File: src/hdl/assert_macros.svh
// Assertion macros shared by the parser's RTL files.
// No dependencies; each macro takes its clock and reset explicitly.
`ifndef ASSERT_MACROS_SVH
`define ASSERT_MACROS_SVH

// Check a condition at every clock edge outside reset.
`define ASSERT_ALWAYS(label, clk, rst, prop, msg) \
   label: assert property (@(posedge clk) disable iff (rst) (prop)) else $error(msg);

// Check that a condition implies another in the next cycle.
`define ASSERT_NEXT(label, clk, rst, ante, cons, msg) \
   label: assert property (@(posedge clk) disable iff (rst) (ante) |=> (cons)) else $error(msg);

`endif

File: src/hdl/cihp_pkg.sv
// Package for the CBOR item head parser: result codes, parser phases and
// the step record that travels from the front end to the result stage.
// No dependencies.
package cihp_pkg;

   // Result kinds
   typedef enum logic [1:0] {
      KIND_HEAD    = 2'd0,
      KIND_PAYLOAD = 2'd1,
      KIND_ERROR   = 2'd2
   } kind_type;

   // Error codes
   typedef enum logic [1:0] {
      ERR_BAD_INFO   = 2'd0,
      ERR_HEAD_TRUNC = 2'd1,
      ERR_PAY_TRUNC  = 2'd2
   } err_type;

   // Parser phases
   typedef enum logic [1:0] {
      PH_IDLE    = 2'd0,
      PH_EXT     = 2'd1,
      PH_PAYLOAD = 2'd2,
      PH_DROP    = 2'd3
   } phase_type;

   localparam int VALUE_W = 64;
   localparam int BYTE_W  = 8;
   localparam int MAJOR_W = 3;
   localparam int INFO_W  = 5;
   localparam int EXT_W   = 4;

   localparam logic [INFO_W-1:0] INFO_MASK  = 5'h1F;
   localparam logic [INFO_W-1:0] INFO_EXT_1 = 5'd24;
   localparam logic [INFO_W-1:0] INFO_EXT_2 = 5'd25;
   localparam logic [INFO_W-1:0] INFO_EXT_4 = 5'd26;
   localparam logic [INFO_W-1:0] INFO_EXT_8 = 5'd27;

   localparam logic [MAJOR_W-1:0] MAJ_BYTES = 3'd2;
   localparam logic [MAJOR_W-1:0] MAJ_TEXT  = 3'd3;

   // Queue between front end and result stage
   localparam int Q_DEPTH = 4;
   localparam int Q_AW    = $clog2(Q_DEPTH);
   localparam int Q_CW    = $clog2(Q_DEPTH + 1);

   // Results of one input byte: a first result and, optionally, a trailing
   // payload-truncated error with the same major type.
   typedef struct packed {
      kind_type                 kind;
      logic [MAJOR_W-1:0]       major;
      logic [VALUE_W-1:0]       value;
      logic [BYTE_W-1:0]        pbyte;
      err_type                  ecode;
      logic                     done;
      logic                     two;
   } rec_type;

endpackage

File: src/hdl/cbor_item_head_parser_top.sv
// Top level of the CBOR item head parser: front end, record queue and
// result stage. Depends on cihp_pkg, cihp_front, cihp_queue, cihp_back.
//
//   Channel   Ports           Handshake                 Moves
//   request   req_*           push / full               one encoded byte + end flag
//   response  rsp_*           empty / pop               one decoded result
//
// One byte is accepted per cycle while the queue is not full; each byte is decoded
// in the cycle it is taken. A byte gives zero, one or two results; the result stage
// sends one per cycle while the receiver pops, so two results of a byte leave in turn.
// A result passes through a queue entry and then the output register before it shows.
// Reset clears the parser phase, the queue and the output register.
// A stalled result side fills the four-record queue, then raises full.
module cbor_item_head_parser_top (
   input  logic                           clock,
   input  logic                           reset,
   input  logic                           req_push,
   output logic                           req_full,
   input  logic [cihp_pkg::BYTE_W-1:0]    req_byte_in,
   input  logic                           req_final_byte,
   output logic                           rsp_empty,
   input  logic                           rsp_pop,
   output logic [1:0]                     rsp_kind,
   output logic [cihp_pkg::MAJOR_W-1:0]   rsp_major_type,
   output logic [cihp_pkg::VALUE_W-1:0]   rsp_head_value,
   output logic [cihp_pkg::BYTE_W-1:0]    rsp_payload_byte,
   output logic [1:0]                     rsp_error_code,
   output logic                           rsp_item_done,
   output logic                           rsp_run_end
);
   import cihp_pkg::*;

   logic      accept;
   logic      rec_push;
   rec_type   wr_rec;
   rec_type   rd_rec;
   logic      q_full;
   logic      q_empty;
   logic      q_pop;

   // Take a byte whenever the queue has room
   assign req_full = q_full;
   assign accept   = req_push && !q_full;

   cihp_front u_front (
      .clock      (clock),
      .reset      (reset),
      .accept     (accept),
      .byte_in    (req_byte_in),
      .final_byte (req_final_byte),
      .rec_push   (rec_push),
      .rec        (wr_rec)
   );

   cihp_queue u_queue (
      .clock  (clock),
      .reset  (reset),
      .push   (rec_push),
      .wr_rec (wr_rec),
      .full   (q_full),
      .pop    (q_pop),
      .rd_rec (rd_rec),
      .empty  (q_empty)
   );

   cihp_back u_back (
      .clock            (clock),
      .reset            (reset),
      .q_rec            (rd_rec),
      .q_empty          (q_empty),
      .q_pop            (q_pop),
      .rsp_empty        (rsp_empty),
      .rsp_pop          (rsp_pop),
      .rsp_kind         (rsp_kind),
      .rsp_major_type   (rsp_major_type),
      .rsp_head_value   (rsp_head_value),
      .rsp_payload_byte (rsp_payload_byte),
      .rsp_error_code   (rsp_error_code),
      .rsp_item_done    (rsp_item_done),
      .rsp_run_end      (rsp_run_end)
   );

endmodule

File: src/hdl/cihp_front.sv
// Front end of the CBOR item head parser: decodes each accepted byte and
// produces the step record for it. Depends on cihp_pkg and assert_macros.svh.
`include "assert_macros.svh"
module cihp_front (
   input  logic                         clock,
   input  logic                         reset,
   input  logic                         accept,
   input  logic [cihp_pkg::BYTE_W-1:0]  byte_in,
   input  logic                         final_byte,
   output logic                         rec_push,
   output cihp_pkg::rec_type            rec
);
   import cihp_pkg::*;

   phase_type            phase_ff, phase_in;
   logic [MAJOR_W-1:0]   major_ff, major_in;
   logic [EXT_W-1:0]     ext_left_ff, ext_left_in;
   logic [VALUE_W-1:0]   accum_ff, accum_in;
   logic [VALUE_W-1:0]   pay_left_ff, pay_left_in;

   logic [INFO_W-1:0]    info;
   logic [MAJOR_W-1:0]   fin_major;
   logic [VALUE_W-1:0]   fin_value;
   logic                 need_pay;
   logic                 ext_last;
   logic                 pay_last;

   // Decode fields shared by both blocks
   always_comb begin
      info      = byte_in[INFO_W-1:0] & INFO_MASK;
      fin_major = (phase_ff == PH_IDLE) ? byte_in[BYTE_W-1:INFO_W] : major_ff;
      fin_value = (phase_ff == PH_IDLE) ? {{(VALUE_W-INFO_W){1'b0}}, info}
                                        : {accum_ff[VALUE_W-BYTE_W-1:0], byte_in};
      need_pay  = ((fin_major == MAJ_BYTES) || (fin_major == MAJ_TEXT))
                  && (fin_value != '0);
      ext_last  = (ext_left_ff == EXT_W'(1));
      pay_last  = (pay_left_ff == VALUE_W'(1));
   end

   // Next state
   always_comb begin
      phase_in    = phase_ff;
      major_in    = major_ff;
      ext_left_in = ext_left_ff;
      accum_in    = accum_ff;
      pay_left_in = pay_left_ff;
      case (phase_ff)
         PH_IDLE: begin
            major_in = fin_major;
            if (info < INFO_EXT_1) begin
               pay_left_in = fin_value;
               phase_in    = (need_pay && !final_byte) ? PH_PAYLOAD : PH_IDLE;
            end else if (info inside {[INFO_EXT_1:INFO_EXT_8]}) begin
               ext_left_in = EXT_W'(1) << info[1:0];
               accum_in    = '0;
               phase_in    = final_byte ? PH_IDLE : PH_EXT;
            end else begin
               phase_in = final_byte ? PH_IDLE : PH_DROP;
            end
         end
         PH_EXT: begin
            accum_in    = fin_value;
            ext_left_in = ext_left_ff - EXT_W'(1);
            if (ext_last) begin
               pay_left_in = fin_value;
               phase_in    = (need_pay && !final_byte) ? PH_PAYLOAD : PH_IDLE;
            end else if (final_byte) begin
               phase_in = PH_IDLE;
            end
         end
         PH_PAYLOAD: begin
            pay_left_in = pay_left_ff - VALUE_W'(1);
            if (pay_last || final_byte) begin
               phase_in = PH_IDLE;
            end
         end
         PH_DROP: begin
            if (final_byte) begin
               phase_in = PH_IDLE;
            end
         end
         default: begin
            phase_in = PH_IDLE;
         end
      endcase
   end

   // Step record
   always_comb begin
      rec_push  = 1'b0;
      rec.kind  = KIND_HEAD;
      rec.major = fin_major;
      rec.value = '0;
      rec.pbyte = '0;
      rec.ecode = ERR_BAD_INFO;
      rec.done  = 1'b0;
      rec.two   = 1'b0;
      case (phase_ff)
         PH_IDLE: begin
            if (info < INFO_EXT_1) begin
               rec_push  = accept;
               rec.value = fin_value;
               rec.done  = !need_pay;
               rec.two   = need_pay && final_byte;
            end else if (info inside {[INFO_EXT_1:INFO_EXT_8]}) begin
               rec_push  = accept && final_byte;
               rec.kind  = KIND_ERROR;
               rec.ecode = ERR_HEAD_TRUNC;
            end else begin
               rec_push  = accept;
               rec.kind  = KIND_ERROR;
               rec.ecode = ERR_BAD_INFO;
            end
         end
         PH_EXT: begin
            if (ext_last) begin
               rec_push  = accept;
               rec.value = fin_value;
               rec.done  = !need_pay;
               rec.two   = need_pay && final_byte;
            end else begin
               rec_push  = accept && final_byte;
               rec.kind  = KIND_ERROR;
               rec.ecode = ERR_HEAD_TRUNC;
            end
         end
         PH_PAYLOAD: begin
            rec_push  = accept;
            rec.kind  = KIND_PAYLOAD;
            rec.pbyte = byte_in;
            rec.done  = pay_last;
            rec.two   = !pay_last && final_byte;
         end
         default: begin
            rec_push = 1'b0;
         end
      endcase
   end

   // Advance state on each accepted byte
   always_ff @(posedge clock) begin
      if (reset) begin
         phase_ff    <= PH_IDLE;
         major_ff    <= '0;
         ext_left_ff <= '0;
         accum_ff    <= '0;
         pay_left_ff <= '0;
      end else if (accept) begin
         phase_ff    <= phase_in;
         major_ff    <= major_in;
         ext_left_ff <= ext_left_in;
         accum_ff    <= accum_in;
         pay_left_ff <= pay_left_in;
      end
   end

   `ASSERT_ALWAYS(a_ext_count, clock, reset, (phase_ff != PH_EXT) || (ext_left_ff != '0), "argument phase with no bytes left")
   `ASSERT_ALWAYS(a_pay_count, clock, reset, (phase_ff != PH_PAYLOAD) || (pay_left_ff != '0), "payload phase with no bytes left")
   `ASSERT_ALWAYS(a_two_kind, clock, reset, !(rec_push && rec.two) || (rec.kind != KIND_ERROR), "trailing error after an error result")

endmodule

File: src/hdl/cihp_queue.sv
// Short record queue between the parser front end and the result stage.
// Depends on cihp_pkg and assert_macros.svh.
`include "assert_macros.svh"
module cihp_queue (
   input  logic               clock,
   input  logic               reset,
   input  logic               push,
   input  cihp_pkg::rec_type  wr_rec,
   output logic               full,
   input  logic               pop,
   output cihp_pkg::rec_type  rd_rec,
   output logic               empty
);
   import cihp_pkg::*;

   rec_type              entry_ff [Q_DEPTH];
   logic [Q_AW-1:0]      wr_ptr_ff, wr_ptr_in;
   logic [Q_AW-1:0]      rd_ptr_ff, rd_ptr_in;
   logic [Q_CW-1:0]      count_ff, count_in;

   // Pointer and fill count update
   always_comb begin
      full      = (count_ff == Q_CW'(Q_DEPTH));
      empty     = (count_ff == '0);
      wr_ptr_in = wr_ptr_ff + Q_AW'(push);
      rd_ptr_in = rd_ptr_ff + Q_AW'(pop);
      count_in  = count_ff + Q_CW'(push) - Q_CW'(pop);
      rd_rec    = entry_ff[rd_ptr_ff];
   end

   always_ff @(posedge clock) begin
      if (reset) begin
         wr_ptr_ff <= '0;
         rd_ptr_ff <= '0;
         count_ff  <= '0;
      end else begin
         wr_ptr_ff <= wr_ptr_in;
         rd_ptr_ff <= rd_ptr_in;
         count_ff  <= count_in;
      end
   end

   // Store entries
   always_ff @(posedge clock) begin
      if (push) begin
         entry_ff[wr_ptr_ff] <= wr_rec;
      end
   end

   `ASSERT_ALWAYS(a_no_overflow, clock, reset, !(push && full && !pop), "push into a full queue")
   `ASSERT_ALWAYS(a_no_underflow, clock, reset, !(pop && empty), "pop from an empty queue")
   `ASSERT_ALWAYS(a_count_range, clock, reset, count_ff <= Q_CW'(Q_DEPTH), "fill count out of range")

endmodule

File: src/hdl/cihp_back.sv
// Result stage of the CBOR item head parser: splits each step record into
// one or two results and holds the oldest one on the result ports.
// Depends on cihp_pkg and assert_macros.svh.
`include "assert_macros.svh"
module cihp_back (
   input  logic                           clock,
   input  logic                           reset,
   input  cihp_pkg::rec_type              q_rec,
   input  logic                           q_empty,
   output logic                           q_pop,
   output logic                           rsp_empty,
   input  logic                           rsp_pop,
   output logic [1:0]                     rsp_kind,
   output logic [cihp_pkg::MAJOR_W-1:0]   rsp_major_type,
   output logic [cihp_pkg::VALUE_W-1:0]   rsp_head_value,
   output logic [cihp_pkg::BYTE_W-1:0]    rsp_payload_byte,
   output logic [1:0]                     rsp_error_code,
   output logic                           rsp_item_done,
   output logic                           rsp_run_end
);
   import cihp_pkg::*;

   logic                 valid_ff, valid_in;
   logic                 pend_ff, pend_in;
   kind_type             kind_ff, kind_in;
   logic [MAJOR_W-1:0]   major_ff, major_in;
   logic [VALUE_W-1:0]   value_ff, value_in;
   logic [BYTE_W-1:0]    pbyte_ff, pbyte_in;
   err_type              ecode_ff, ecode_in;
   logic                 done_ff, done_in;
   logic                 run_end_ff, run_end_in;
   logic                 load;

   // Refill the output register when it is empty or being taken
   always_comb begin
      load       = !valid_ff || rsp_pop;
      q_pop      = load && !pend_ff && !q_empty;
      valid_in   = valid_ff;
      pend_in    = pend_ff;
      kind_in    = kind_ff;
      major_in   = major_ff;
      value_in   = value_ff;
      pbyte_in   = pbyte_ff;
      ecode_in   = ecode_ff;
      done_in    = done_ff;
      run_end_in = run_end_ff;
      if (load) begin
         if (pend_ff) begin
            // Emit the trailing payload-truncated error
            valid_in   = 1'b1;
            pend_in    = 1'b0;
            kind_in    = KIND_ERROR;
            value_in   = '0;
            pbyte_in   = '0;
            ecode_in   = ERR_PAY_TRUNC;
            done_in    = 1'b0;
            run_end_in = 1'b1;
         end else if (!q_empty) begin
            valid_in   = 1'b1;
            pend_in    = q_rec.two;
            kind_in    = q_rec.kind;
            major_in   = q_rec.major;
            value_in   = q_rec.value;
            pbyte_in   = q_rec.pbyte;
            ecode_in   = q_rec.ecode;
            done_in    = q_rec.done;
            run_end_in = !q_rec.two;
         end else begin
            valid_in = 1'b0;
         end
      end
   end

   always_ff @(posedge clock) begin
      if (reset) begin
         valid_ff <= 1'b0;
         pend_ff  <= 1'b0;
      end else begin
         valid_ff <= valid_in;
         pend_ff  <= pend_in;
      end
   end

   always_ff @(posedge clock) begin
      kind_ff    <= kind_in;
      major_ff   <= major_in;
      value_ff   <= value_in;
      pbyte_ff   <= pbyte_in;
      ecode_ff   <= ecode_in;
      done_ff    <= done_in;
      run_end_ff <= run_end_in;
   end

   // Drive result ports
   assign rsp_empty        = !valid_ff;
   assign rsp_kind         = kind_ff;
   assign rsp_major_type   = major_ff;
   assign rsp_head_value   = value_ff;
   assign rsp_payload_byte = pbyte_ff;
   assign rsp_error_code   = ecode_ff;
   assign rsp_item_done    = done_ff;
   assign rsp_run_end      = run_end_ff;

   `ASSERT_ALWAYS(a_pend_valid, clock, reset, !pend_ff || (valid_ff && !run_end_ff), "pending error without a held first result")
   `ASSERT_NEXT(a_pend_follow, clock, reset, pend_ff && rsp_pop, valid_ff && run_end_ff && (kind_ff == KIND_ERROR), "trailing error did not follow")

endmodule

File: config.mk
export PLATFORM = sky130hd
export DESIGN_NAME = cbor_item_head_parser_top
export DESIGN_NICKNAME = d
export VERILOG_FILES = /design/src/hdl/cihp_pkg.sv /design/src/hdl/cbor_item_head_parser_top.sv /design/src/hdl/cihp_front.sv /design/src/hdl/cihp_queue.sv /design/src/hdl/cihp_back.sv
export VERILOG_INCLUDE_DIRS = /design/src /design/src/hdl
export SDC_FILE = /design/constraint.sdc
export NUM_CORES = 1
export LEC_CHECK = 0
export BUFFER_PORTS_ARGS = -buffer_cell sky130_fd_sc_hd__buf_2
export CAP_MARGIN = 0
export CORE_UTILIZATION = 55
export DETAILED_ROUTE_END_ITERATION = 6
export GPL_ROUTABILITY_DRIVEN = 1
export GPL_TIMING_DRIVEN = 0
export PLACE_DENSITY_LB_ADDON = 0.2
export REMOVE_ABC_BUFFERS = 1
export SYNTH_ARGS = -nofsm -noshare
export SYNTH_HDL_FRONTEND = slang
export SYNTH_SLANG_ARGS = --single-unit
File: constraint.sdc
create_clock -name clock -period 11.7 [get_ports clock]
set_clock_uncertainty 0.2 [all_clocks]
set_input_delay 2.34 -clock clock [delete_from_list [all_inputs] [get_ports clock]]
set_output_delay 2.34 -clock clock [all_outputs]
set_load 0.05 [all_outputs]
Word level (Yosys, flattened, before mapping)
Memories as Yosys holds them, arrays and structs flattened. A register that Yosys moved wholly into a read port is not among the register bits.
Cells that the tools add are included.
{"block": "op_classes", "n_addsub": 6, "n_div": 0, "n_shift": 1, "n_reduce_logical": 31, "n_mux": 51, "n_bitwise": 2, "mul": 0, "eq_ne": 14, "order_cmp": 3}
{"operator": "64-bit 2-to-1 mux", "n": 6}
{"operator": "64-bit one-hot mux with 3 select lines", "n": 1}
{"operator": "64-bit one-hot mux with 2 select lines", "n": 1}
{"operator": "56-bit 2-to-1 mux", "n": 2}
{"operator": "56-bit one-hot mux with 2 select lines", "n": 1}
{"operator": "64-bit by 1-bit == test with 1-bit output (second input constant)", "n": 1}
{"operator": "64-bit nonzero test", "n": 1}
{"operator": "64-bit by 1-bit subtractor with 64-bit output (second input constant)", "n": 1}
{"operator": "2-bit 2-to-1 mux", "n": 15}
{"operator": "8-bit 2-to-1 mux", "n": 2}
{"operator": "1-bit 2-to-1 mux", "n": 14}
{"operator": "2-bit one-hot mux with 3 select lines", "n": 2}
{"operator": "1-bit logical AND", "n": 9}
{"operator": "1-bit logical NOT", "n": 8}
{"operator": "4-bit 2-to-1 mux", "n": 2}
{"operator": "2-bit != test (second input constant)", "n": 4}
{"operator": "2-bit one-hot mux with 4 select lines", "n": 1}
{"operator": "4-bit one-hot mux with 2 select lines", "n": 1}
{"operator": "4-bit AND reduction", "n": 2}
{"operator": "3-bit by 2-bit == test with 1-bit output (second input constant)", "n": 2}
{"operator": "2-bit AND reduction", "n": 3}
{"operator": "5-bit >= comparator (second input constant)", "n": 1}
{"operator": "5-bit less-or-equal comparator (second input constant)", "n": 1}
{"operator": "5-bit < comparator (second input constant)", "n": 1}
{"operator": "other kinds (20)", "n": 26}
{"block": "totals", "mem_bits_ro": 0, "latch_bits": 0, "input_bits": 13, "register_bits": 219, "mem_bits_rw": 324, "mem_count": 1, "word_cells": 126, "out_inout_bits": 83}
{"memory": "u_queue.entry_ff", "depth": 4, "width": 81, "read_ports": 1, "rd_ports_with_merged_regs": 1, "write_ports": 1, "line": "cihp_queue.sv:16", "source": "rec_type entry_ff [Q_DEPTH];"}

Logic depth before layout (Yosys ltp)
Gate-level depths: netlist of the first run.
{"block": "depth", "word_depth": 9, "depth_mapped": 11}

By module
A second synthesis of the first run with hierarchy kept.
{"block": "hier_totals", "hier_cells": 1644, "hier_area_um2": 22731.8}
{"mod": "cihp_queue", "area_each_um2": 12107.9, "seq_area_each_um2": 9869.5, "cells_each": 455, "n_inst": 1}
{"mod": "cihp_front", "area_each_um2": 7534.7, "seq_area_each_um2": 2582.5, "cells_each": 1007, "n_inst": 1}
{"mod": "cihp_back", "area_each_um2": 3075.4, "seq_area_each_um2": 2472.4, "cells_each": 181, "n_inst": 1}
{"mod": "cbor_item_head_parser_top", "area_each_um2": 13.8, "seq_area_each_um2": 0.0, "cells_each": 1, "n_inst": 1}

Worst setup path before layout of the first run
No wires, ideal clock.
{"block": "synth_timing", "path_type": "input port to flip-flop", "start": "in req_push", "end": "mem u_queue.entry_ff[0][0] (netlist bit), enable pin", "stages": 4, "path_buffers": 1, "setup_slack_ns": 1.892, "t_arrival_ns": 8.974, "setup_time_ns": 0.635, "cell_sequence": "nand2_1 -> clkbuf_1 -> a221oi_1 -> nor3b_1"}
{"block": "synth_between", "elab_chain_cells": 7}
{"item": "from (decl)", "line": "cbor_item_head_parser_top.sv:17", "source": "input logic req_push,"}
{"item": "1-bit logical AND (*)", "line": "cbor_item_head_parser_top.sv:43", "source": "assign accept = req_push && !q_full;"}
{"item": "1-bit logical AND", "line": "cihp_front.sv:106, cihp_front.sv:122"}
{"item": "1-bit 2-to-1 mux", "line": "cihp_front.sv:105", "source": "end else if (info inside {[INFO_EXT_1:INFO_EXT_8]}) begin"}
{"item": "1-bit 2-to-1 mux", "line": "cihp_front.sv:100", "source": "if (info < INFO_EXT_1) begin"}
{"item": "1-bit one-hot mux with 3 select lines (*)", "line": "cihp_front.sv:98", "source": "case (phase_ff)"}
{"item": "1-bit 2-to-1 mux (*)", "line": "cihp_queue.sv:45", "source": "if (push) begin"}
{"item": "1-bit 2-to-1 mux (implied by the code) (*)", "line": "cihp_queue.sv:46", "source": "entry_ff[wr_ptr_ff] <= wr_rec;"}
{"item": "to (decl)", "line": "cihp_queue.sv:16"}
Every way passes the cells marked *; elsewhere a longest branch is shown, timed or not.

Final worst setup path of the first run
{"block": "layout_timing", "start": "in req_push", "end": "mem u_queue.entry_ff[0][65] (netlist bit), enable pin"}
The elaborated chain is that of the path after synthesis.

==> results of run 1 <==
-- kinds of logic (layout without fill, tap and decap cells) --
family          after synthesis  in the layout  synth area share (%)
compound gates              264            264                  7.31
other cells                   0              1                     0
flops                       539            539                  66.2
xor+xnor                      5              5                 0.196
mux                          89             89                  8.46
buf+inv                     126            240                  2.19
fa+ha+maj                     9              9                 0.537
simple gates                625            625                  15.1
-- stage by stage --
step | utilization [%] | TNS (ps) | worst slack [ps] | hold slack (ps)
floorplan | - | 0 | 1920 | 235
global placement | 57.8 | -286700 | -3600 | 249
detailed placement | 59.5 | 0 | 5990 | 276
CTS | 63.9 | 0 | 6610 | 287
global route | 63.9 | 0 | 6440 | 312
finish | 63.9 | 0 | 6600 | 291
-- worst max-delay path by stage --
stage	end	slack, ps
floorplan	u_queue.entry_ff[0][0]$_DFFE_PP_	1920
global placement	u_queue.entry_ff[0][59]$_DFFE_PP_	-3600
detailed placement	u_queue.entry_ff[0][59]$_DFFE_PP_	5990
CTS	u_queue.entry_ff[0][64]$_DFFE_PP_	6610
global route	u_queue.entry_ff[0][65]$_DFFE_PP_	6440
finish	u_queue.entry_ff[0][65]$_DFFE_PP_	6600
-- flip-flops by register name (all words and copies together) (netlist names), 2 cells and up --
signal / cells
u_queue.entry_ff: 320
u_back.rsp_payload_byte: 8
u_queue.count_ff: 3
u_front.phase_ff: 2
u_front.ext_left_ff: 4
u_queue.rd_ptr_ff: 2
u_back.rsp_head_value: 64
u_back.rsp_error_code: 2
u_back.rsp_major_type: 3
u_front.pay_left_ff: 64
u_queue.wr_ptr_ff: 2
u_front.accum_ff: 56
u_front.major_ff: 3
u_back.rsp_kind: 2
-- worst reg2reg max path, cell delays in order (launching register included) --
cell and delay, ps:
dfxtp_4 1020, or2_2 320, nor2_1 60, a221oi_1 810, nor3b_2 470, buf_6 220, buf_6 180, buf_6 180
buf_6 190, buf_6 150
-- placed cells by master (no fill, tap or decap), types with 7 or more instances in the layout --
master,Yosys,layout
and2_1,86,86
buf_12,0,9
or3_1,12,11
nand4_1,12,12
nand2_1,143,143
o21ai_0,51,50
a32oi_1,8,8
a31oi_1,16,16
nor3_1,44,43
a221oi_1,9,9
clkbuf_1,89,10
or4_1,7,7
clkbuf_16,0,53
a22oi_1,16,16
o22ai_1,7,7
buf_6,1,11
o211ai_1,8,8
buf_2,7,94
nand3_1,90,90
ha_1,8,8
and3_1,68,67
nor2_1,75,72
mux2i_1,9,9
dfxtp_1,138,135
buf_16,0,9
mux4_2,80,80
edfxtp_1,401,401
clkinv_2,0,10
inv_1,17,15
nor4_1,39,39
a21oi_1,106,105
-- per-layer routing --
layer	part of all wire [%]	up-vias	wire, um
met2	48	527	24700
met4	2.6	0	1350
li1	-	6549	-
met1	43	7219	22200
met5	0	-	0
met3	5.9	90	3020
-- power groups by stage --
stage	registers [uW]	clock network [uW]	logic (uW)
2_1_floorplan	3180	0	715
3_3_place_gp	2730	0	1630
3_5_place_dp	2580	0	1780
4_1_cts	2550	1730	1780
5_1_grt	2570	1790	1880
6_report	2540	1700	1760
-- final cells by class --
| type | instances | area, um^2 |
|---|---|---|
| clock inverter | 26 | 284 |
| antenna | 1 | 2.50 |
| tap | 525 | 657 |
| clock buffer | 69 | 1450 |
| inverter | 17 | 63.8 |
| fill | 2934 | 14400 |
| sequential | 539 | 14800 |
| timing repair buffer | 128 | 1070 |
| multi-input combinational | 992 | 7150 |
==> run metrics, run 1 <==
Peak supply drop=232 uV; All-Layer GR Usage=25.0%; RSZ-0062 raised after global routing=false; Clk pwr share=28.3%; switching portion of total power=33.3%; CTS max path bufs=3; Top Usage Layer GRT=met2; Worst Tran Pin Value=1050 ps; Tcrit/Tclk final=43.6%; reg2reg end=u_queue.entry_ff[0][65]$_DFFE_PP_; layout cells sized above 1=18.6%; status=finished, final reports clean; CP peak stage delay=930 ps; I/O Buffers=95; Hold Path End=u_front.accum_ff[49]$_SDFFE_PP0P_; die height=204 um; Setup-failing EPs final=0; Async S/R FF share, synth=0%; placed cells=2201; Commonest cells post-synth=edfxtp_1, nand2_1, dfxtp_1; Slowest cell on crit path=a221oi_1; TritonCTS Sinks=539; non-filler instance count after layout=2297; number of synthesized flops with an enable pin=401; final hold vios=0; DRT Pass-1 Iters=6; Buf+Inv Stages, Crit Path=6; crit path launch=req_push; vias=14.4k; Final Net Count=1751; largest area contributor in the netlist=edfxtp_1; cell mode on critical path=buf_6; final wirelength=51300 um; Logic pwr share=29.3%; FP Rows=73; H-tree depth=2; CP Cell Sequence=buf_2 > nand2_1 > a221oi_1 > nor3b_2 > buf_6 > buf_6 > buf_6 > buf_6 > buf_6; core area=0.0399 mm^2; vias per inst=6.26; P&R area growth vs syn=14.0%; Cell Area, Placed=0.0238 mm^2; final instance area=0.0255 mm^2; Critical Path Source Type=input pin; WP depth=9; Worst-Skew Late Latency=590 ps; TritonCTS buffer count=51; DR DRC count=0; YS warnings=0; post-synth top area share=53.8%; Overflow after GRT=0; largest net degree at the start of global routing=103; Starting DRT DRC Count=1345; Syn Inst Count=1657; Yosys cell types=74; Final Critical Period=5100 ps; register area share after synthesis=66.2%; post-synthesis cell area=0.0224 mm^2; maxcap violations=0; grt met1 use=35.6%; clock slew at reported path FFs=60 ps; Peak Freq=196 MHz; worst reg-to-reg setup slack=7600 ps; Static Leak=0.00885 uW; Routed Antenna Nets=0; power density cells=235 mW/mm^2; Sequential Power Share=42.3%; Post-CTS Setup Inserts=0; hold path depth=2; fin. max-slew vios=0; cts hold-fix bufs=0; worst r2r path cells=9; CTS Root Cell=clkbuf_16; main area contributors after synthesis=edfxtp_1, dfxtp_1, mux4_2; crit end category=flop; HPWL after DPL=32100 um; die area=0.0415 mm^2; M3 GR Usage=3.39%; top-count cell post-synth=edfxtp_1; number of global-route vias before repair=14.1k; RD Place Congestion=0.894; Starting Density=56.0%; Int Pwr=4000 uW; Synth Register Bits=539; CP required=11800 ps; IO Pins=96; CTS tree=yes; drt wl/cell=22.3 um; Sw Pwr=2000 uW; Data arrival, critical path=5200 ps; Worst slew margin=29.5%; antenna violations before repair=1; worst r2r src=u_front.phase_ff[0]$_SDFFE_PP0P_; CTS resizes=0; GR Util met2=39.8%; crit path max fanout=12; total power=6000 uW; Hold Crit Class=flop to flop; Top FF cell, synth=edfxtp_1; Synth Area per Inst=13.5 um^2; Hold Crit Start=u_front.accum_ff[49]$_SDFFE_PP0P_; CP top delay family=buffers and inverters; first-pass GRT wire length=79900 um; crit path kind=input pin to flop; die width=204 um
Note: power is estimated with default switching activity, not from simulation.
==> inputs of run 2 (changes only) <==
Settings changed: ABC_AREA from default to 1.
Clock period 11.7 ns to 4.6 ns, I/O delays scaled along.
==> run 2 against run 1 <==
Effect of this change:
- final cell count increased by 33%
- worst hold slack got worse by 6.3 ps
- critical path depth increased by 1
- critical path type is now flop to flop
- combinational power increased to 3.9 times the previous value
- clock-buffer cell count increased by 12
- first-iteration DRC count increased by 10%
- largest power group unchanged
==> run metrics, run 2 <==
status=finished, final reports clean (unchanged); IO Pins=96 (unchanged); Routed Antenna Nets=0 (unchanged); total power=17900 uW (was 6000 uW); Overflow after GRT=0 (unchanged); largest area contributor in the netlist=edfxtp_1 (unchanged); number of global-route vias before repair=16.9k (was 14.1k); H-tree depth=2 (unchanged); Setup-failing EPs final=0 (unchanged); XOR/XNOR share of the synthesized area=1.23% (was 0.196%); RD Place Congestion=0.922 (was 0.894); CP peak stage delay=640 ps (was 930 ps); Static Leak=0.00978 uW (was 0.00885 uW); Data arrival, critical path=4410 ps (was 5200 ps); Reg area=0.0148 mm^2 (about the same); Starting Density=55.8% (was 56.0%); final wirelength=59900 um (was 51300 um); DR DRC count=0 (unchanged); largest family of logic cells by synthesized area=simple AND/OR/NAND/NOR gates (unchanged); HPWL after DPL=37800 um (was 32100 um); All-Layer GR Usage=27.7% (was 25.0%); Peak supply drop=867 uV (was 232 uV); power density cells=680 mW/mm^2 (was 235 mW/mm^2); CP Cell Sequence=inv_2 > nand2_8 > inv_2 > nand3_1 > o21ai_2 > nor2_4 > inv_4 > a21oi_1 > o21ai_1 > a21oi_1 (was buf_2 > nand2_1 > a221oi_1 > nor3b_2 > buf_6 > buf_6 > buf_6 > buf_6 > buf_6); WP depth=10 (was 9); reg2reg end=u_front.pay_left_ff[56]$_SDFFE_PP0P_ (was u_queue.entry_ff[0][65]$_DFFE_PP_); DRT Pass-1 Iters=5 (was 6); die width=209 um (was 204 um); crit path launch=u_front.phase_ff[0]$_SDFFE_PP0P_ (was req_push); Buf+Inv Stages, Crit Path=3 (was 6); CTS Root Cell=clkbuf_16 (unchanged); vias=17.8k (was 14.4k); CTS max path bufs=3 (unchanged); Peak Freq=246 MHz; Synth Register Bits=539 (unchanged); Adder-Cell Fraction of Synth Area=0.512% (was 0.537%); Async S/R FF share, synth=0% (unchanged); Tcrit/Tclk final=88.4%; Hold Crit Class=flop to flop (unchanged); Synth Area per Inst=9.66 um^2 (was 13.5 um^2); hold_ws=285 ps (was 291 ps); antenna violations before repair=1 (unchanged); fin. max-slew vios=0 (unchanged); Yosys cell types=44 (was 74); CP top delay family=simple AND/OR/NAND/NOR gates (was buffers and inverters); die height=209 um (was 204 um); core area=0.0420 mm^2 (was 0.0399 mm^2); Final Net Count=2484 (was 1751); first-pass GRT wire length=94000 um (was 79900 um); Filler Cell Count=3443 (was 2934); Worst-Skew Late Latency=620 ps (was 590 ps); P&R area growth vs syn=12.1% (was 14.0%); simple-gate share of the synthesized area=17.7% (was 15.1%); register area share after synthesis=63.1% (was 66.2%); cts hold-fix bufs=0 (unchanged); setup tns final=0 ps (unchanged); multi-input logic area=0.00775 mm^2 (was 0.00715 mm^2); TritonCTS Sinks=539 (unchanged); drt wl/cell=19.7 um (was 22.3 um); crit path max fanout=85 (was 12); final instance area=0.0263 mm^2 (was 0.0255 mm^2); CP required=4950 ps (was 11800 ps); Largest register FFs=320 (unchanged); Commonest cells post-synth=nor2_1, edfxtp_1, nand2_1 (was edfxtp_1, nand2_1, dfxtp_1); layout cells sized above 1=10.6% (was 18.6%); post-synth top area share=51.3% (was 53.8%); clock slew at reported path FFs=60 ps (about the same); die area=0.0435 mm^2 (was 0.0415 mm^2); vias per inst=5.83 (was 6.26); maxcap violations=0 (unchanged); CTS tree=yes (unchanged); most frequent cells in the layout=nor2_1, edfxtp_1, nand2_1, o21ai_0, a21oi_1 (was edfxtp_1, nand2_1, dfxtp_1, a21oi_1, buf_2); Biggest register=u_queue.entry_ff (unchanged); Slowest cell on crit path=dfxtp_2 (was a221oi_1); RSZ-0062 raised after global routing=false (unchanged); TritonCTS buffer count=53 (was 51); Worst slew margin=17.4% (was 29.5%); Cell Area, Placed=0.0246 mm^2 (was 0.0238 mm^2); Final Critical Period=4070 ps; post-synthesis cell area=0.0235 mm^2 (was 0.0224 mm^2); complex-gate fraction of the synthesized area=13.4% (was 7.31%); Syn Inst Count=2430 (was 1657); Top FF cell, synth=edfxtp_1 (unchanged); main area contributors after synthesis=edfxtp_1, dfxtp_1, nor2_1 (was edfxtp_1, dfxtp_1, mux4_2); crit end category=flop (unchanged); mux contribution to synthesized area=0% (was 8.46%); worst r2r path cells=10 (was 9); I/O Buffers=95 (unchanged); final core area utilization=62.6% (was 63.9%); top-count cell post-synth=nor2_1 (was edfxtp_1); largest net degree at the start of global routing=96 (was 103); worst reg-to-reg setup slack=530 ps (was 7600 ps); worst r2r src=u_front.phase_ff[0]$_SDFFE_PP0P_ (unchanged); commonest non-fill, non-tap cell in the layout=nor2_1 (was edfxtp_1); Starting DRT DRC Count=1484 (was 1345); crit path kind=flop to flop (was input pin to flop); Critical Path Source Type=flop (was input pin); FP Rows=75 (was 73); number of synthesized flops with an enable pin=401 (unchanged); end of the critical path=u_front.pay_left_ff[56]$_SDFFE_PP0P_ (was u_queue.entry_ff[0][65]$_DFFE_PP_); final hold vios=0 (unchanged); YS warnings=0 (unchanged); Worst Tran Pin Value=1240 ps (was 1050 ps)
[run 2: cells by family after synthesis]
group	Yosys count
AOI/OAI and AO/OA	579
xor gates and xnor gates	33
adders and majority gates	9
buffers and inverters	236
DFF	539
and+or+nand+nor	1034
[run 2: layer usage]
metal  part of all wire, %  vias to the layer above  global-route usage, %
met5                     0                        -                      0
met4                   2.8                        0                   10.3
met3                   6.3                      110                   4.04
met2                    46                      638                   43.7
met1                    44                     8602                   39.3
li1                      -                     8415                      -
[run 2: through the flow]
stage,worst slack [ps],cells
6_report,534,3046
5_1_grt,350,3046
4_1_cts,21.1,3044
3_5_place_dp,-474,2944
3_3_place_gp,-5710,2921
2_1_floorplan,-1630,2287
[run 2: worst min path at each step]
| stage | startpoint | to | slack, ps | depth (start not counted) |
|---|---|---|---|---|
| after global placement | u_front.accum_ff[48]$_SDFFE_PP0P_ | u_front.accum_ff[48]$_SDFFE_PP0P_ | 260 | 2 |
| final | u_front.accum_ff[50]$_SDFFE_PP0P_ | u_front.accum_ff[50]$_SDFFE_PP0P_ | 290 | 2 |
| after floorplan | u_front.accum_ff[48]$_SDFFE_PP0P_ | u_front.accum_ff[48]$_SDFFE_PP0P_ | 250 | 2 |
| after global routing | u_front.pay_left_ff[6]$_SDFFE_PP0P_ | u_front.pay_left_ff[6]$_SDFFE_PP0P_ | 310 | 2 |
| after CTS | u_front.accum_ff[50]$_SDFFE_PP0P_ | u_front.accum_ff[50]$_SDFFE_PP0P_ | 280 | 2 |
| after detailed placement | u_front.accum_ff[50]$_SDFFE_PP0P_ | u_front.accum_ff[50]$_SDFFE_PP0P_ | 270 | 2 |
[run 2: where the power goes]
| part | internal, uW | total (uW) | switching [uW] |
|---|---|---|---|
| sequential | 6490 | 6940 | 450 |
| clock | 2320 | 4130 | 1810 |
| combinational | 1780 | 6820 | 5040 |
[run 2: tightest hold or removal path: stages (launching register included)]
cell	delay, ps
dfxtp_1	320
nand2_1	60
a21oi_1	50
[run 2: final cells by class]
| type | count | share of cell area, % |
|---|---|---|
| sequential | 539 | 56.3 |
| inverter | 93 | 1.42 |
| clock buffer | 81 | 5.74 |
| timing repair buffer | 119 | 4.01 |
| multi-input combinational | 1656 | 29.4 |
| tap | 539 | 2.56 |
| antenna | 1 | 0.00951 |
| clock inverter | 18 | 0.523 |
[run 2: timing repair]
action / 4_1_cts / 5_1_grt
cloned: 1 / 0
setup endpoints to repair: 302 / 170
pin swaps: 1 / 0
setup buffers: 0 / 0
resized for setup: 3 / 2
==> inputs of run 3 (changes only) <==
Settings changed: CELL_PAD_IN_SITES_DETAIL_PLACEMENT from default to 1, CELL_PAD_IN_SITES_GLOBAL_PLACEMENT from default to 1, CORE_UTILIZATION 55 to 45, CTS_BUF_LIST from default to sky130_fd_sc_hd__clkbuf_2.
==> run 3 against run 2 <==
Effect of this change:
- via count increased by 4.6%
- final area decreased by 0.28%
- register-to-register slack got worse by 190 ps
- critical endpoint is now u_front.pay_left_ff[44]$_SDFFE_PP0P_
- clock power decreased by 19%
- clock-buffer cell count increased by 125
- core utilization decreased by 12 points
- highest routed layer unchanged
- critical path depth unchanged
- setup slack got worse by 190 ps
- die area increased by 22%
==> run metrics, run 3 (synthesis results as in run 2) <==
Peak supply drop=689 uV (was 867 uV); crit end category=flop (unchanged); vias per inst=5.53 (was 5.83); Worst Tran Pin Value=1200 ps (was 1240 ps); Static Leak=0.0100 uW (was 0.00978 uW); die width=230 um (was 209 um); most frequent cells in the layout=nor2_1, edfxtp_1, nand2_1, o21ai_0, a21oi_1 (unchanged); Setup-failing EPs final=0 (unchanged); total power=17200 uW (was 17900 uW); Final Critical Period=4260 ps (was 4070 ps); fin. max-slew vios=0 (unchanged); final wirelength=68000 um (was 59900 um); status=finished, final reports clean (unchanged); FP Rows=83 (was 75); final hold vios=0 (unchanged); drt wl/cell=20.3 um (was 19.7 um); Data arrival, critical path=5220 ps (was 4410 ps); Reg area=0.0148 mm^2 (unchanged); crit path kind=flop to flop (unchanged); worst slack at placement=-704 ps (was -474 ps); setup tns final=0 ps (unchanged); Starting DRT DRC Count=1050 (was 1484); Tcrit/Tclk final=92.5% (was 88.4%); die area=0.0531 mm^2 (was 0.0435 mm^2); CTS tree=yes (unchanged); All-Layer GR Usage=26.1% (was 27.7%); commonest non-fill, non-tap cell in the layout=nor2_1 (unchanged); P&R area growth vs syn=11.8% (was 12.1%); clock slew at reported path FFs=110 ps (was 60 ps); Filler Cell Count=5916 (was 3443); layout cells sized above 1=15.7% (was 10.6%); Overflow after GRT=0 (unchanged); die height=230 um (was 209 um); worst r2r src=u_front.phase_ff[0]$_SDFFE_PP0P_ (unchanged); maxcap violations=0 (unchanged); RD Place Congestion=0.886 (was 0.922); Biggest register=u_queue.entry_ff (unchanged); Largest register FFs=320 (unchanged); vias=18.6k (was 17.8k); Starting Density=45.7% (was 55.8%); DR DRC count=0 (unchanged); Critical Path Source Type=flop (unchanged); core area=0.0514 mm^2 (was 0.0420 mm^2); first-pass GRT wire length=107000 um (was 94000 um); Post-CTS Setup Inserts=0 (unchanged); CTS Root Cell=clkbuf_2 (was clkbuf_16); setup ws final=343 ps (was 534 ps); crit path launch=u_front.phase_ff[0]$_SDFFE_PP0P_ (unchanged); CP required=5560 ps (was 4950 ps); Worst-Skew Late Latency=1340 ps (was 620 ps); Hold Crit Class=input pin to flop (was flop to flop); worst reg-to-reg setup slack=340 ps (was 530 ps); TritonCTS buffer count=142 (was 53); largest net degree at the start of global routing=86 (was 96); Peak Freq=235 MHz (was 246 MHz); worst r2r path cells=10 (unchanged); multi-input logic area=0.00775 mm^2 (unchanged); reg2reg end=u_front.pay_left_ff[44]$_SDFFE_PP0P_ (was u_front.pay_left_ff[56]$_SDFFE_PP0P_); crit path max fanout=85 (unchanged); power density cells=657 mW/mm^2 (was 680 mW/mm^2); H-tree depth=4 (was 2); Worst slew margin=19.9% (was 17.4%); HPWL after DPL=43400 um (was 37800 um); hold_ws=248 ps (was 285 ps); antenna violations before repair=2 (was 1); I/O Buffers=95 (unchanged); Routed Antenna Nets=0 (unchanged); CTS max path bufs=3 (unchanged); end of the critical path=u_front.pay_left_ff[44]$_SDFFE_PP0P_ (was u_front.pay_left_ff[56]$_SDFFE_PP0P_); RSZ-0062 raised after global routing=false (unchanged); Final Net Count=2587 (was 2484); DRT Pass-1 Iters=5 (unchanged); TritonCTS Sinks=539 (unchanged); number of global-route vias before repair=19.5k (was 16.9k); IO Pins=96 (unchanged)
-- run 3: per-stage QoR --
step / area (um^2) / util [%] / std cells
3_5_place_dp: 24800 / 48.2 / 3085
4_1_cts: 26200 / 51.0 / 3355
5_1_grt: 26200 / 51.1 / 3359
2_1_floorplan: 22900 / - / 2287
6_report: 26200 / 51.1 / 3359
3_3_place_gp: 24200 / 47.0 / 3062
-- run 3: critical path: stages, from the launching register on --
cell and delay (ps):
dfxtp_2 620, inv_2 290, nand2_8 470, inv_2 280
nand3_1 190, o21ai_2 190, nor2_4 600, inv_4 470
a21oi_1 500, nand2_1 110, a21oi_1 120
-- run 3: final cells by class --
class	instances	area share, %
diodes	4	0.0381
clock buffers	206	3.93
clock inverters	48	0.987
inverters	93	1.43
multi-input cells	1656	29.5
flip-flops and latches	539	56.5
well taps	680	3.24
repair buffers	133	4.40
-- run 3: per-layer routing --
| metal | part of all wire [%] | vias up | track usage (%) |
|---|---|---|---|
| li1 | - | 8708 | - |
| met1 | 44 | 9292 | 33.4 |
| met2 | 49 | 467 | 43.5 |
| met3 | 4.8 | 113 | 5.90 |
| met4 | 2.1 | 0 | 9.21 |
| met5 | 0 | - | 0 |
-- run 3: worst min path at each step --
stage / startpoint / to / slack, ps / depth (start not counted)
4_1_cts: req_byte_in[7] / u_front.accum_ff[7]$_SDFFE_PP0P_ / 70 / 4
3_5_place_dp: u_front.pay_left_ff[11]$_SDFFE_PP0P_ / u_front.pay_left_ff[11]$_SDFFE_PP0P_ / 280 / 2
6_report: req_byte_in[7] / u_front.accum_ff[7]$_SDFFE_PP0P_ / 250 / 4
5_1_grt: rsp_pop / u_back.valid_ff$_SDFFE_PP0N_ / 180 / 5
3_3_place_gp: u_front.accum_ff[48]$_SDFFE_PP0P_ / u_front.accum_ff[48]$_SDFFE_PP0P_ / 270 / 2
2_1_floorplan: u_front.accum_ff[48]$_SDFFE_PP0P_ / u_front.accum_ff[48]$_SDFFE_PP0P_ / 250 / 2
-- run 3: timing repair --
action	in CTS	in global routing
hold buffers	15	0
hold endpoints to repair	142	0
endpoints found under the setup margin	355	0
resized for setup	5	0
-- run 3: where the power goes --
part,internal [uW],switching (uW),leakage (uW),total (uW)
Combinational,1760,5100,0.00382,6860
Sequential,6480,548,0.00521,7030
Clock,1330,2020,0.000997,3350
Total,9570,7670,0.0100,17200
